File: config.mk
export PLATFORM = sky130hd
export DESIGN_NAME = htw_ctrl
export DESIGN_NICKNAME = d
export VERILOG_FILES = /design/src/sv/htw_pkg.sv /design/src/sv/htw_ctrl.sv
export SDC_FILE = /design/constraint.sdc
export NUM_CORES = 1
export LEC_CHECK = 0
export BUFFER_PORTS_ARGS = -buffer_cell sky130_fd_sc_hd__buf_2
export CAP_MARGIN = 15
export CORE_AREA = 2 2 55 57
export DETAILED_ROUTE_END_ITERATION = 8
export DIE_AREA = 0 0 57 59
export GPL_ROUTABILITY_DRIVEN = 0
export PLACE_DENSITY_LB_ADDON = 0.2
export SLEW_MARGIN = 5
export SYNTH_ARGS = -nofsm -noshare
export SYNTH_HDL_FRONTEND = slang
export SYNTH_SLANG_ARGS = --single-unit
export TNS_END_PERCENT = 1
File: constraint.sdc
create_clock -name clk -period 1.8 [get_ports clk]
set_input_delay 0.09 -clock clk [delete_from_list [all_inputs] [get_ports clk]]
set_output_delay 0.09 -clock clk [all_outputs]
set_load 0.01 [all_outputs]
File: src/sv/htw_pkg.sv
// htw_pkg: shared types, codes and fixed widths of the timer wheel
// used by the channel interfaces, the controller and the datapath
package htw_pkg;

  localparam int CMD_W     = 2;
  localparam int HANDLE_W  = 32;
  localparam int SESSION_W = 32;
  localparam int DELAY_W   = 31;
  localparam int KIND_W    = 3;
  localparam int TICK_W    = 32;
  localparam int LINK_W    = 7;
  localparam logic [LINK_W-1:0] EMPTY_MARK = 7'd127;

  typedef enum logic [CMD_W-1:0] {
    CMD_ADD    = 2'd0,
    CMD_CANCEL = 2'd1,
    CMD_TICK   = 2'd2
  } cmd_t;

  typedef enum logic [KIND_W-1:0] {
    KIND_ONESHOT   = 3'd0,
    KIND_REPEAT    = 3'd1,
    KIND_ADDED     = 3'd2,
    KIND_FULL      = 3'd3,
    KIND_IMMEDIATE = 3'd4,
    KIND_IGNORED   = 3'd5,
    KIND_CANCEL    = 3'd6
  } kind_t;

  typedef enum logic [4:0] {
    ST_CLEAR,
    ST_IDLE,
    ST_DECODE,
    ST_SCAN,
    ST_ADD_WR,
    ST_PLACE,
    ST_PUSH_RD,
    ST_PUSH_WR,
    ST_ADD_ACK,
    ST_TAKE_RD,
    ST_TAKE_WR,
    ST_FIRE_RD,
    ST_FIRE_USE,
    ST_CASC_RD,
    ST_CASC_USE,
    ST_ADVANCE,
    ST_ADV_CHK,
    ST_FLUSH
  } state_t;

  typedef enum logic [1:0] {
    MODE_ADD,
    MODE_FIRE,
    MODE_CASC
  } mode_t;

  typedef enum logic [1:0] {
    BSEL_FIRE,
    BSEL_CASC,
    BSEL_PLACE
  } bsel_t;

  typedef enum logic [1:0] {
    SRC_ECHO,
    SRC_FIRE,
    SRC_CANCEL
  } emsrc_t;

  typedef struct packed {
    logic [TICK_W-1:0]           expire;
    logic [DELAY_W-1:0]          period;
    logic [HANDLE_W-1:0]         dest;
    logic signed [SESSION_W-1:0] sess;
  } rec_t;

  typedef struct packed {
    logic   latch;
    logic   clr_step;
    logic   scan_start;
    logic   scan_step;
    logic   scan_unreg;
    logic   cancel_hit;
    logic   add_write;
    logic   b_load;
    bsel_t  b_sel;
    logic   push_rd;
    logic   push_wr;
    logic   take_rd;
    logic   take_wr;
    logic   walk_rd;
    logic   fire_use;
    logic   casc_use;
    logic   adv;
    logic   emit;
    emsrc_t emit_src;
    kind_t  kind;
    logic   flush;
  } ctl_t;

  typedef struct packed {
    logic             clr_done;
    logic [CMD_W-1:0] cmd;
    logic             delay_zero;
    logic             rep;
    logic             pool_empty;
    logic             scan_match;
    logic             scan_end;
    logic             cur_empty;
    logic             cur_live;
    logic             rearm;
    logic             casc_hit;
    logic             emit_ok;
    logic             pend_valid;
  } sts_t;

endpackage

File: src/sv/htw_ctrl.sv
// htw_ctrl: sequencer for add, cancel and tick commands
// depends on htw_pkg; drives htw_dpath through ctl_t and reads sts_t
module htw_ctrl (
  input  logic          clk,
  input  logic          rst,
  input  logic          req_valid,
  output logic          req_ready,
  input  htw_pkg::sts_t sts,
  output htw_pkg::ctl_t ctl
);
  import htw_pkg::*;

  state_t state, state_next;
  mode_t  mode, mode_next;
  logic   phase2, phase2_next;

  always_ff @(posedge clk) begin
    if (rst) begin
      state  <= ST_CLEAR;
      mode   <= MODE_ADD;
      phase2 <= 1'b0;
    end else begin
      state  <= state_next;
      mode   <= mode_next;
      phase2 <= phase2_next;
    end
  end

  assign req_ready = (state == ST_IDLE);

  always_comb begin
    state_next  = state;
    mode_next   = mode;
    phase2_next = phase2;
    ctl         = '0;
    case (state)
      ST_CLEAR: begin
        ctl.clr_step = 1'b1;
        if (sts.clr_done) state_next = ST_IDLE;
      end
      ST_IDLE: begin
        if (req_valid) begin
          ctl.latch  = 1'b1;
          state_next = ST_DECODE;
        end
      end
      ST_DECODE: begin
        case (cmd_t'(sts.cmd))
          CMD_ADD: begin
            mode_next = MODE_ADD;
            if (sts.delay_zero) begin
              ctl.emit   = 1'b1;
              ctl.kind   = sts.rep ? KIND_IGNORED : KIND_IMMEDIATE;
              state_next = ST_FLUSH;
            end else if (sts.pool_empty) begin
              ctl.emit   = 1'b1;
              ctl.kind   = KIND_FULL;
              state_next = ST_FLUSH;
            end else begin
              ctl.scan_start = 1'b1;
              state_next     = ST_SCAN;
            end
          end
          CMD_CANCEL: begin
            ctl.scan_start = 1'b1;
            state_next     = ST_SCAN;
          end
          CMD_TICK: begin
            ctl.b_load  = 1'b1;
            ctl.b_sel   = BSEL_FIRE;
            mode_next   = MODE_FIRE;
            phase2_next = 1'b0;
            state_next  = ST_TAKE_RD;
          end
          default: begin
            ctl.emit   = 1'b1;
            ctl.kind   = KIND_IGNORED;
            state_next = ST_FLUSH;
          end
        endcase
      end
      ST_SCAN: begin
        ctl.scan_step = 1'b1;
        if (cmd_t'(sts.cmd) == CMD_ADD) begin
          ctl.scan_unreg = sts.rep;
          if (sts.scan_end) state_next = ST_ADD_WR;
        end else if (sts.scan_match) begin
          ctl.cancel_hit = 1'b1;
          ctl.emit       = 1'b1;
          ctl.emit_src   = SRC_CANCEL;
          state_next     = ST_FLUSH;
        end else if (sts.scan_end) begin
          ctl.emit   = 1'b1;
          ctl.kind   = KIND_IGNORED;
          state_next = ST_FLUSH;
        end
      end
      ST_ADD_WR: begin
        ctl.add_write = 1'b1;
        state_next    = ST_PLACE;
      end
      ST_PLACE: begin
        ctl.b_load = 1'b1;
        ctl.b_sel  = BSEL_PLACE;
        state_next = ST_PUSH_RD;
      end
      ST_PUSH_RD: begin
        ctl.push_rd = 1'b1;
        state_next  = ST_PUSH_WR;
      end
      ST_PUSH_WR: begin
        ctl.push_wr = 1'b1;
        case (mode)
          MODE_ADD:  state_next = ST_ADD_ACK;
          MODE_FIRE: state_next = ST_FIRE_RD;
          default:   state_next = ST_CASC_RD;
        endcase
      end
      ST_ADD_ACK: begin
        ctl.emit   = 1'b1;
        ctl.kind   = KIND_ADDED;
        state_next = ST_FLUSH;
      end
      ST_TAKE_RD: begin
        ctl.take_rd = 1'b1;
        state_next  = ST_TAKE_WR;
      end
      ST_TAKE_WR: begin
        ctl.take_wr = 1'b1;
        state_next  = (mode == MODE_FIRE) ? ST_FIRE_RD : ST_CASC_RD;
      end
      ST_FIRE_RD: begin
        if (sts.cur_empty) begin
          state_next = phase2 ? ST_FLUSH : ST_ADVANCE;
        end else begin
          ctl.walk_rd = 1'b1;
          state_next  = ST_FIRE_USE;
        end
      end
      ST_FIRE_USE: begin
        if (!sts.cur_live || sts.emit_ok) begin
          ctl.fire_use = 1'b1;
          ctl.emit     = sts.cur_live;
          ctl.emit_src = SRC_FIRE;
          state_next   = sts.rearm ? ST_PLACE : ST_FIRE_RD;
        end
      end
      ST_ADVANCE: begin
        ctl.adv    = 1'b1;
        state_next = ST_ADV_CHK;
      end
      ST_ADV_CHK: begin
        ctl.b_load = 1'b1;
        state_next = ST_TAKE_RD;
        if (sts.casc_hit) begin
          ctl.b_sel = BSEL_CASC;
          mode_next = MODE_CASC;
        end else begin
          ctl.b_sel   = BSEL_FIRE;
          mode_next   = MODE_FIRE;
          phase2_next = 1'b1;
        end
      end
      ST_CASC_RD: begin
        if (sts.cur_empty) begin
          ctl.b_load  = 1'b1;
          ctl.b_sel   = BSEL_FIRE;
          mode_next   = MODE_FIRE;
          phase2_next = 1'b1;
          state_next  = ST_TAKE_RD;
        end else begin
          ctl.walk_rd = 1'b1;
          state_next  = ST_CASC_USE;
        end
      end
      ST_CASC_USE: begin
        ctl.casc_use = 1'b1;
        state_next   = ST_PLACE;
      end
      ST_FLUSH: begin
        if (!sts.pend_valid) begin
          state_next = ST_IDLE;
        end else if (sts.emit_ok) begin
          ctl.flush  = 1'b1;
          state_next = ST_IDLE;
        end
      end
      default: state_next = ST_IDLE;
    endcase
  end

endmodule

==> reports/results.ini, run 1 <==
[status]
outcome = complete, but fails checks
violations = negative setup slack

[clocking]
cts_tree = built
clockBufferDepth = 2
cts_hold_buf = 0
root_buffer = clkbuf_4
cts_htree_levels = 1
clock_sinks = 8
cts_buffers = 3
clock_latency_ps = 270
path_clk_slew_ps = 60

[finish]
finish.net_count = 262
multi_input_area_mm2 = 0.00106
drive_gt1_frac = 0.435
fillers = 231
utilization = 0.674
diodes = 0
stdcell_area_mm2 = 0.00183
area_delta_synth_final_pct = 50.3
seqCellArea_um2 = 163

[place]
pre_cts_slack_ps = -60.3
portBuffers = 42
dpl_cell_area_mm2 = 0.00163
dp_hpwl_mm = 3.17

[worst_setup_path]
cpMostUsedCell = buf_6
worstPathMaxFanout = 6
slowest_delay_ps = 420
criticalPathCategory = reg2out
crit_slowest_cell = or3b_4
cp.required_ps = 1710
cp_top_family = simple AND/OR/NAND/NOR gates
cp-start-kind = register
path_buf_inv = 4
path_cells = or3b_4 -> buf_6 -> buf_8 -> nor2_4 -> buf_6 -> nand2_2 -> o21ai_1 -> buf_2
r2r_slack_ps = -40
crit_arrival_ps = 1770
cp-end-kind = output port

[timing]
tightest_slew_ps = 304
period_needed_ps = 1860
finalSetupViolCount = 10
fin_crit_sh = 1.03
final-hold-violation-count = 0
maxSlewViolCount = 0
skew_ps = 11.6
fin_ws_ps = -58.4
fmax_ghz = 0.538
relSlewSlack = 0.796
rsz0062_at_grt = yes
hold_ws_ps = 124

[logic_synthesis]
synth-async-reset-ratio = 0
avgSynthCellArea_um2 = 6.90
synthFlopType = dfxtp_1
ys_types = 52
yosys_warnings = 0
synth_cells = 176
ys_ff_latch = 8
ys_seq_area_frac = 0.132
synth_area_mm2 = 0.00121
synth_edf_count = 0
synth_nets = 197

[detailed_routing]
wire_per_inst_um = 15.5
vias_per_cell = 5.92
drt-pass1-iter-count = 4
vias = 1598
drt-initial-drc-count = 83
route.detailed.drc = 0
ant_nets = 0
wl_mm = 4.18

[die]
die_y_um = 59
fp.dieArea_mm2 = 0.00336
ioPinCount = 43
std_cell_rows = 19
core_mm2 = 0.00271
initial_core_util = 0.448
die_width_um = 57

[grt]
grt_max_degree = 22
antenna_found_initial = 0
grt_pass1_vias = 1520
grt-ovfl-total = 0
grt_pass1_wl_mm = 6.57
grt_usage = 0.245

[pwr]
peakVddDrop_v = 0.000341
leakagePower_nw = 0.814
total_power_w = 0.000524
powerDensity_mw_per_mm2 = 287

[run]
maxCapViolCount = 0

[hold_path]
hp-class = in2reg

[metal layers]
layer,track usage,up-vias,part of all wire
li1,-,779,-
met1,0.300,728,0.42
met2,0.415,73,0.47
met3,0.0240,18,0.068
met4,0.150,0,0.043
met5,0,-,0
[synth_stat cells (4+ instances only)]
cell,count,area share
nor2_1,22,0.068
a21oi_1,9,0.037
nor3_1,7,0.029
nand2b_1,6,0.031
clkbuf_1,9,0.028
ha_1,4,0.041
nor2b_1,7,0.036
a22o_1,4,0.029
a211oi_1,7,0.043
dfxtp_1,8,0.13
o211ai_1,4,0.025
inv_1,9,0.028
o21a_1,4,0.025
nand2_1,13,0.040
o21ai_0,6,0.025
[cells by family (layout without fill, tap and decap cells)]
| kind of cell | count (synthesis) | in the layout | share of synthesized area |
|---|---|---|---|
| AO/OA/AOI/OAI | 54 | 54 | 0.347 |
| flip-flops | 8 | 8 | 0.132 |
| adder cells (fa/ha/maj) | 4 | 4 | 0.0412 |
| XOR/XNOR | 1 | 1 | 0.00721 |
| AND/OR/NAND/NOR | 84 | 84 | 0.381 |
| multiplexers | 1 | 1 | 0.00927 |
| buffers and inverters | 24 | 87 | 0.0824 |
[final timing paths]
kind | depth (start not counted) | endpoint | start
worst max-delay path | 8 | ctl[2] | state[4]
worst min register to register | 2 | mode[0] | mode[0]
worst max register to register | 5 | phase2 | state[2]
worst min-delay path | 2 | mode[0] | rst
[worst register-to-register path: cells and delay by family (launching register included)]
family,cells,cell delay (ps)
simple gates,2,950
compound gates,3,490
flops,1,330
[cell type report]
| type | instances | share of cell area |
|---|---|---|
| clock buffer | 3 | 0.0123 |
| tap | 31 | 0.0212 |
| sequential | 8 | 0.0891 |
| multi-input combinational | 144 | 0.583 |
| timing repair buffer | 75 | 0.276 |
| inverter | 9 | 0.0185 |
[cells in the final DEF (no fill, tap or decap), drive strengths merged, types with 3 or more instances in the layout]
| master | instances |
|---|---|
| nand2b | 6 |
| clkbuf | 3 |
| ha | 4 |
| nand3 | 3 |
| or3 | 3 |
| and2 | 3 |
| a211oi | 7 |
| nor3b | 3 |
| nor3 | 9 |
| o21ai | 6 |
| nand2 | 13 |
| nand3b | 3 |
| nor2 | 22 |
| buf | 75 |
| and3 | 3 |
| dfxtp | 8 |
| nor2b | 7 |
| inv | 9 |
| a22o | 4 |
| a21oi | 10 |
| o21a | 4 |
| o211ai | 4 |
[metrics by stage]
step / setup TNS [ps] / std cells
after floorplan: 0 / 176
after global placement: 0 / 263
after detailed placement: -116 / 263
after CTS: -417 / 270
after global routing: -1120 / 270
final: -376 / 270
[sequential cells by signal, indices dropped and copies added (netlist names)]
register,flops
mode,2
state,5
phase2,1
[repair_timing]
item | CTS | global route
buffers inserted | 5 | 0
resized for setup | 24 | 11
setup endpoints to repair | 16 | 18
endpoints found under the hold margin | 0 | 0
cloned | 0 | 0
pin swaps | 11 | 6
[power by group]
| group | total (W) | internal (W) | switching (W) |
|---|---|---|---|
| Clock | 0.000141 | 0.0000765 | 0.0000647 |
| Sequential | 0.000183 | 0.000180 | 0.00000255 |
| Combinational | 0.000200 | 0.0000869 | 0.000113 |
No activity file was read; power rests on OpenSTA's default activity.
==> run 2: changes to the inputs <==
--- a/config.mk
+++ b/config.mk
@@ -11,7 +11,7 @@
 export DETAILED_ROUTE_END_ITERATION = 8
 export DIE_AREA = 0 0 57 59
 export GPL_ROUTABILITY_DRIVEN = 0
-export PLACE_DENSITY_LB_ADDON = 0.2
+export PLACE_DENSITY = 0.75
 export SLEW_MARGIN = 5
 export SYNTH_ARGS = -nofsm -noshare
 export SYNTH_HDL_FRONTEND = slang
==> run 2 against run 1 <==
Net effect:
- the flow still finishes with violations (negative setup slack)
- core utilization is 3.1 points lower
- worst setup slack got worse by 9.9 ps
- worst hold slack improved by 2.5 ps
- clock skew is 8.4 ps lower
- clock-buffer cell count is the same
==> reports/results.ini, run 2 (same netlist as run 1, synthesis figures left out) <==
[grt]
grt_pass1_wl_mm = 6.43  ; -2.1%
grt_pass1_vias = 1384  ; -8.9%
grt-ovfl-total = 0  ; unchanged
grt_max_degree = 22  ; unchanged
grt_usage = 0.248  ; +0.00380
antenna_found_initial = 0  ; unchanged

[detailed_routing]
ant_nets = 0  ; unchanged
drt-initial-drc-count = 86  ; +3.6%
route.detailed.drc = 0  ; unchanged
vias = 1594  ; -0.25%
wl_mm = 4.19  ; about the same
drt-pass1-iter-count = 4  ; unchanged
wire_per_inst_um = 15.7  ; +1.2%
vias_per_cell = 5.97  ; +0.87%

[finish]
drive_gt1_frac = 0.415  ; -0.0199
largest_register = state
stdcell_area_mm2 = 0.00174  ; -4.7%
diodes = 0  ; unchanged
area_delta_synth_final_pct = 43.3
mostFrequentLayoutCells = buf_2 (42), buf_4 (27), nor2_1 (19)
finish.net_count = 259  ; -1.1%
top_regs = state: 5 flops, mode: 2 flops, phase2: 1 flops
layout_commonest_cell = buf_2
largest_register_ffs = 5  ; unchanged

[worst_setup_path]
r2r_slack_ps = -70  ; -30 ps
worst_r2r_path_depth = 5  ; unchanged
criticalPathCategory = reg2out
reg2reg_from = state[0]
worstPathMaxFanout = 8  ; +2
cp-end-kind = output port
cp.required_ps = 1710  ; about the same
cp-start-kind = register
crit_arrival_ps = 1780  ; about the same
timing.rr.end = phase2

[place]
dpl_cell_area_mm2 = 0.00165  ; +1.5%
portBuffers = 42  ; unchanged
dp_hpwl_mm = 3.28  ; +3.6%

[hold_path]
holdPathStages = 2  ; unchanged
hold_end = state[4]
hp-class = in2reg
hp-start = rst

[timing]
fmax_ghz = 0.535  ; -0.53%
tightest_slew_ps = 384  ; +80.4 ps
fin_ws_ps = -68.3  ; -9.92 ps
period_needed_ps = 1870  ; +9.92 ps
hold_ws_ps = 126  ; +2.51 ps
rsz0062_at_grt = yes
final-hold-violation-count = 0  ; unchanged
skew_ps = 3.20  ; -8.41 ps
finalSetupViolCount = 8  ; -2
maxSlewViolCount = 0  ; unchanged
fin_crit_sh = 1.04  ; +0.00551
relSlewSlack = 0.743  ; -0.0532

[clocking]
clock_sinks = 8  ; unchanged
cts_tree = built
cts_hold_buf = 0  ; unchanged
clockBufferDepth = 2  ; unchanged
cts_buffers = 3  ; unchanged
cts_htree_levels = 1  ; unchanged
root_buffer = clkbuf_4
clock_latency_ps = 260  ; about the same
path_clk_slew_ps = 60  ; about the same

[die]
die_y_um = 59  ; unchanged
initial_core_util = 0.448  ; unchanged
core_mm2 = 0.00271  ; unchanged
fp.dieArea_mm2 = 0.00336  ; unchanged
ioPinCount = 43  ; unchanged
die_width_um = 57  ; unchanged
std_cell_rows = 19  ; unchanged

[status]
violations = negative setup slack
outcome = complete, but fails checks

[pwr]
powerDensity_mw_per_mm2 = 293  ; +2.0%
total_power_w = 0.000510  ; -2.8%
peakVddDrop_v = 0.000324  ; -5.0%
leakagePower_nw = 0.796  ; -2.2%

[run]
maxCapViolCount = 0  ; unchanged

[run 2: cell types whose count changed in the layout (fill, tap and decap cells not counted), sizes merged]
cell,change
buf,-3
[run 2: metrics by stage]
step | cells | setup WS (ps) | util | setup TNS (ps)
3_3_place_gp | 263 | 28.8 | 0.610 | 0
4_1_cts | 266 | -79.0 | 0.627 | -505
2_1_floorplan | 176 | 8.33 | - | 0
5_1_grt | 267 | -137 | 0.642 | -1250
3_5_place_dp | 263 | -42.7 | 0.610 | -57.1
6_report | 267 | -68.3 | 0.642 | -207
[run 2: worst max-delay path by stage]
| stage | startpoint | to | cells past startpoint |
|---|---|---|---|
| detailed placement | state[2] | phase2 | 5 |
| floorplan | state[4] | phase2 | 6 |
| finish | state[3] | ctl[3] | 8 |
| global placement | state[2] | phase2 | 5 |
| CTS | state[2] | ctl[1] | 6 |
| global route | state[3] | ctl[3] | 8 |
[run 2: routing by layer]
metal,global-route usage,vias up,share of wire
li1,-,771,-
met5,0,-,0
met1,0.312,732,0.42
met3,0.0459,8,0.084
met2,0.429,83,0.48
met4,0.0864,0,0.018
[run 2: report_power, final]
group          switching (W)  internal [W]  leakage, nW
logic               0.000103     0.0000816        0.716
registers         0.00000289      0.000180       0.0665
clock network      0.0000654     0.0000766       0.0138
[run 2: cell type report]
cell class,instances,area (µm²)
Inverter,9,33.8
Multi-Input combinational cell,144,1010
Sequential cell,8,165
Timing Repair Buffer,72,473
Fill cell,259,970
Tap cell,31,38.8
Clock buffer,3,22.5
[run 2: timing repair]
action                                 CTS  global route
endpoints found under the hold margin    0             0
gates resized for setup                  6            10
pin swaps                                2             6
setup buffers                            0             1
setup endpoints to repair               15            17
[run 2: worst max-delay path, cell delays in order, from the launching register on]
cell and delay [ps]:
dfxtp_2 340, buf_4 170, buf_4 150, nand2b_1 200, buf_4 200, nor2_4 140
a21oi_1 70, o21ai_0 120, buf_2 150
==> run 3: changes to the inputs <==
--- a/config.mk
+++ b/config.mk
@@ -11,6 +11,7 @@
 export DETAILED_ROUTE_END_ITERATION = 8
 export DIE_AREA = 0 0 57 59
 export GPL_ROUTABILITY_DRIVEN = 0
+export GPL_TIMING_DRIVEN = 0
 export PLACE_DENSITY = 0.75
 export SLEW_MARGIN = 5
 export SYNTH_ARGS = -nofsm -noshare
==> run 3 against run 2 <==
Net effect:
- the run still ends with negative setup slack left
- core utilization fell by 0.88 points
- cell area shrank 1.4%
- worst setup slack lost 57 ps
- die area did not move
- cell count decreased by 3.7%
- combinational power shrank 5%
- clock power rose by 4%
- sequential power is essentially flat
- register-to-register slack got worse by 50 ps
- critical path type unchanged
==> reports/results.ini, run 3 (same netlist as run 1, synthesis figures left out) <==
[timing]
skew_ps = 14.5  ; +11.3 ps
tightest_slew_ps = 591  ; +207 ps
maxSlewViolCount = 0  ; unchanged
rsz0062_at_grt = yes
fin_crit_sh = 1.07  ; +0.0319
finalSetupViolCount = 14  ; +6
relSlewSlack = 0.605  ; -0.138
fmax_ghz = 0.519  ; -3.0%
final-hold-violation-count = 0  ; unchanged
tns_ps = -994  ; -788 ps
hold_ws_ps = 184  ; +57.6 ps
fin_ws_ps = -126  ; -57.5 ps
period_needed_ps = 1930  ; +57.5 ps

[clocking]
root_buffer = clkbuf_4
cts_buffers = 3  ; unchanged
cts_tree = built
cts_hold_buf = 0  ; unchanged
cts_htree_levels = 1  ; unchanged
path_clk_slew_ps = 60  ; about the same
clock_sinks = 8  ; unchanged
clock_latency_ps = 270  ; about the same
clockBufferDepth = 2  ; unchanged

[worst_setup_path]
cp-start-kind = register
r2r_slack_ps = -120  ; -50 ps
reg2reg_from = state[4]
worst_r2r_path_depth = 6  ; +1
criticalPathCategory = reg2out
timing.rr.end = phase2
worstPathMaxFanout = 5  ; -3
cp.required_ps = 1710  ; about the same
cp-end-kind = output port
crit_arrival_ps = 1840  ; +60 ps
crit_path_start = state[4]

[place]
dp_hpwl_mm = 2.86  ; -13%
portBuffers = 41  ; -2.4%

[die]
die_y_um = 59  ; unchanged
initial_core_util = 0.448  ; unchanged
std_cell_rows = 19  ; unchanged
core_mm2 = 0.00271  ; unchanged
fp.dieArea_mm2 = 0.00336  ; unchanged
die_width_um = 57  ; unchanged
ioPinCount = 43  ; unchanged

[detailed_routing]
vias_per_cell = 6.14  ; +2.8%
wire_per_inst_um = 16.7  ; +6.5%
ant_nets = 0  ; unchanged
vias = 1577  ; -1.1%
drt-pass1-iter-count = 4  ; unchanged
drt-initial-drc-count = 100  ; +16%
route.detailed.drc = 0  ; unchanged
wl_mm = 4.29  ; +2.5%

[hold_path]
hp-start = sts[1]
hp-class = in2reg
holdPathStages = 4  ; +2
hold_end = state[4]

[grt]
grt_max_degree = 11  ; -50%
grt_pass1_wl_mm = 6.71  ; +4.3%
grt_pass1_vias = 1368  ; -1.2%
grt_usage = 0.258  ; +0.00998
grt-ovfl-total = 0  ; unchanged
antenna_found_initial = 0  ; unchanged

[finish]
largest_register_ffs = 5  ; unchanged
fillers = 243  ; -6.2%
area_delta_synth_final_pct = 41.3
mostFrequentLayoutCells = buf_2 (42), nor2_1 (20), nand2_1 (13)
utilization = 0.633  ; -0.00877
largest_register = state
diodes = 0  ; unchanged
top_regs = state: 5 flops, mode: 2 flops, phase2: 1 flops
drive_gt1_frac = 0.403  ; -0.0126
layout_commonest_cell = buf_2
finish.net_count = 249  ; -3.9%

[pwr]
powerDensity_mw_per_mm2 = 294  ; +0.53%
peakVddDrop_v = 0.000404  ; +25%
leakagePower_nw = 0.765  ; -3.9%

[run]
maxCapViolCount = 0  ; unchanged

[status]
violations = negative setup slack
outcome = complete, but fails checks

run 3: changes by cell type in the layout (fill, tap and decap cells not counted), moves of 2 or more:
cell      delta
nor3_1       -2
buf_6        +3
o21ai_1      +2
clkbuf_2     +5
nor3_4       +2
buf_4       -20
buf_12       -3
o21ai_0      -2
run 3: cell type report:
| class | count | area [µm²] | share of cell area |
|---|---|---|---|
| multi-input cells | 144 | 1070 | 0.625 |
| flip-flops and latches | 8 | 164 | 0.0955 |
| plain buffers | 14 | 101 | 0.0590 |
| clock buffers | 3 | 22.5 | 0.0131 |
| well taps | 31 | 38.8 | 0.0226 |
| inverters | 9 | 33.8 | 0.0197 |
| repair buffers | 48 | 283 | 0.165 |
run 3: power breakdown:
part / switching [W] / internal (W) / total, W
logic: 0.000109 / 0.0000666 / 0.000175
registers: 0.00000249 / 0.000180 / 0.000183
clock network: 0.0000706 / 0.0000769 / 0.000148
run 3: routing by layer:
metal,part of all wire,global-route usage,up-vias
met4,0.025,0.0831,0
met3,0.099,0.0480,15
li1,-,-,743
met1,0.42,0.352,714
met5,0,0,-
met2,0.46,0.415,105
run 3: what timing repair did:
action,4_1_cts,5_1_grt
gates resized for setup,33,13
gates cloned,1,0
pin swaps,8,6
setup endpoints to repair,19,22
setup buffers,6,0
run 3: worst max path at each step:
stage | end | slack, ps
global route | ctl[6] | -210
floorplan | phase2 | 8
global placement | ctl[2] | -190
finish | ctl[3] | -130
CTS | ctl[22] | -100
detailed placement | ctl[2] | -200
run 3: critical path, stage by stage, from the launching register on:
cell and delay, ps:
dfxtp_2 330, buf_6 120, or3b_4 410, bufbuf_16 280
nor3_2 90, a21oi_1 50, o21ai_1 120, buf_2 140
run 3: through the flow:
stage / area, µm² / cells / power [W] / setup slack (ps)
CTS: 1680 / 257 / 0.000494 / -103
detailed placement: 1460 / 248 / 0.000329 / -204
global route: 1720 / 257 / 0.000527 / -210
finish: 1720 / 257 / 0.000505 / -126
floorplan: 1210 / 176 / 0.000276 / 8.33
global placement: 1460 / 248 / 0.000329 / -189
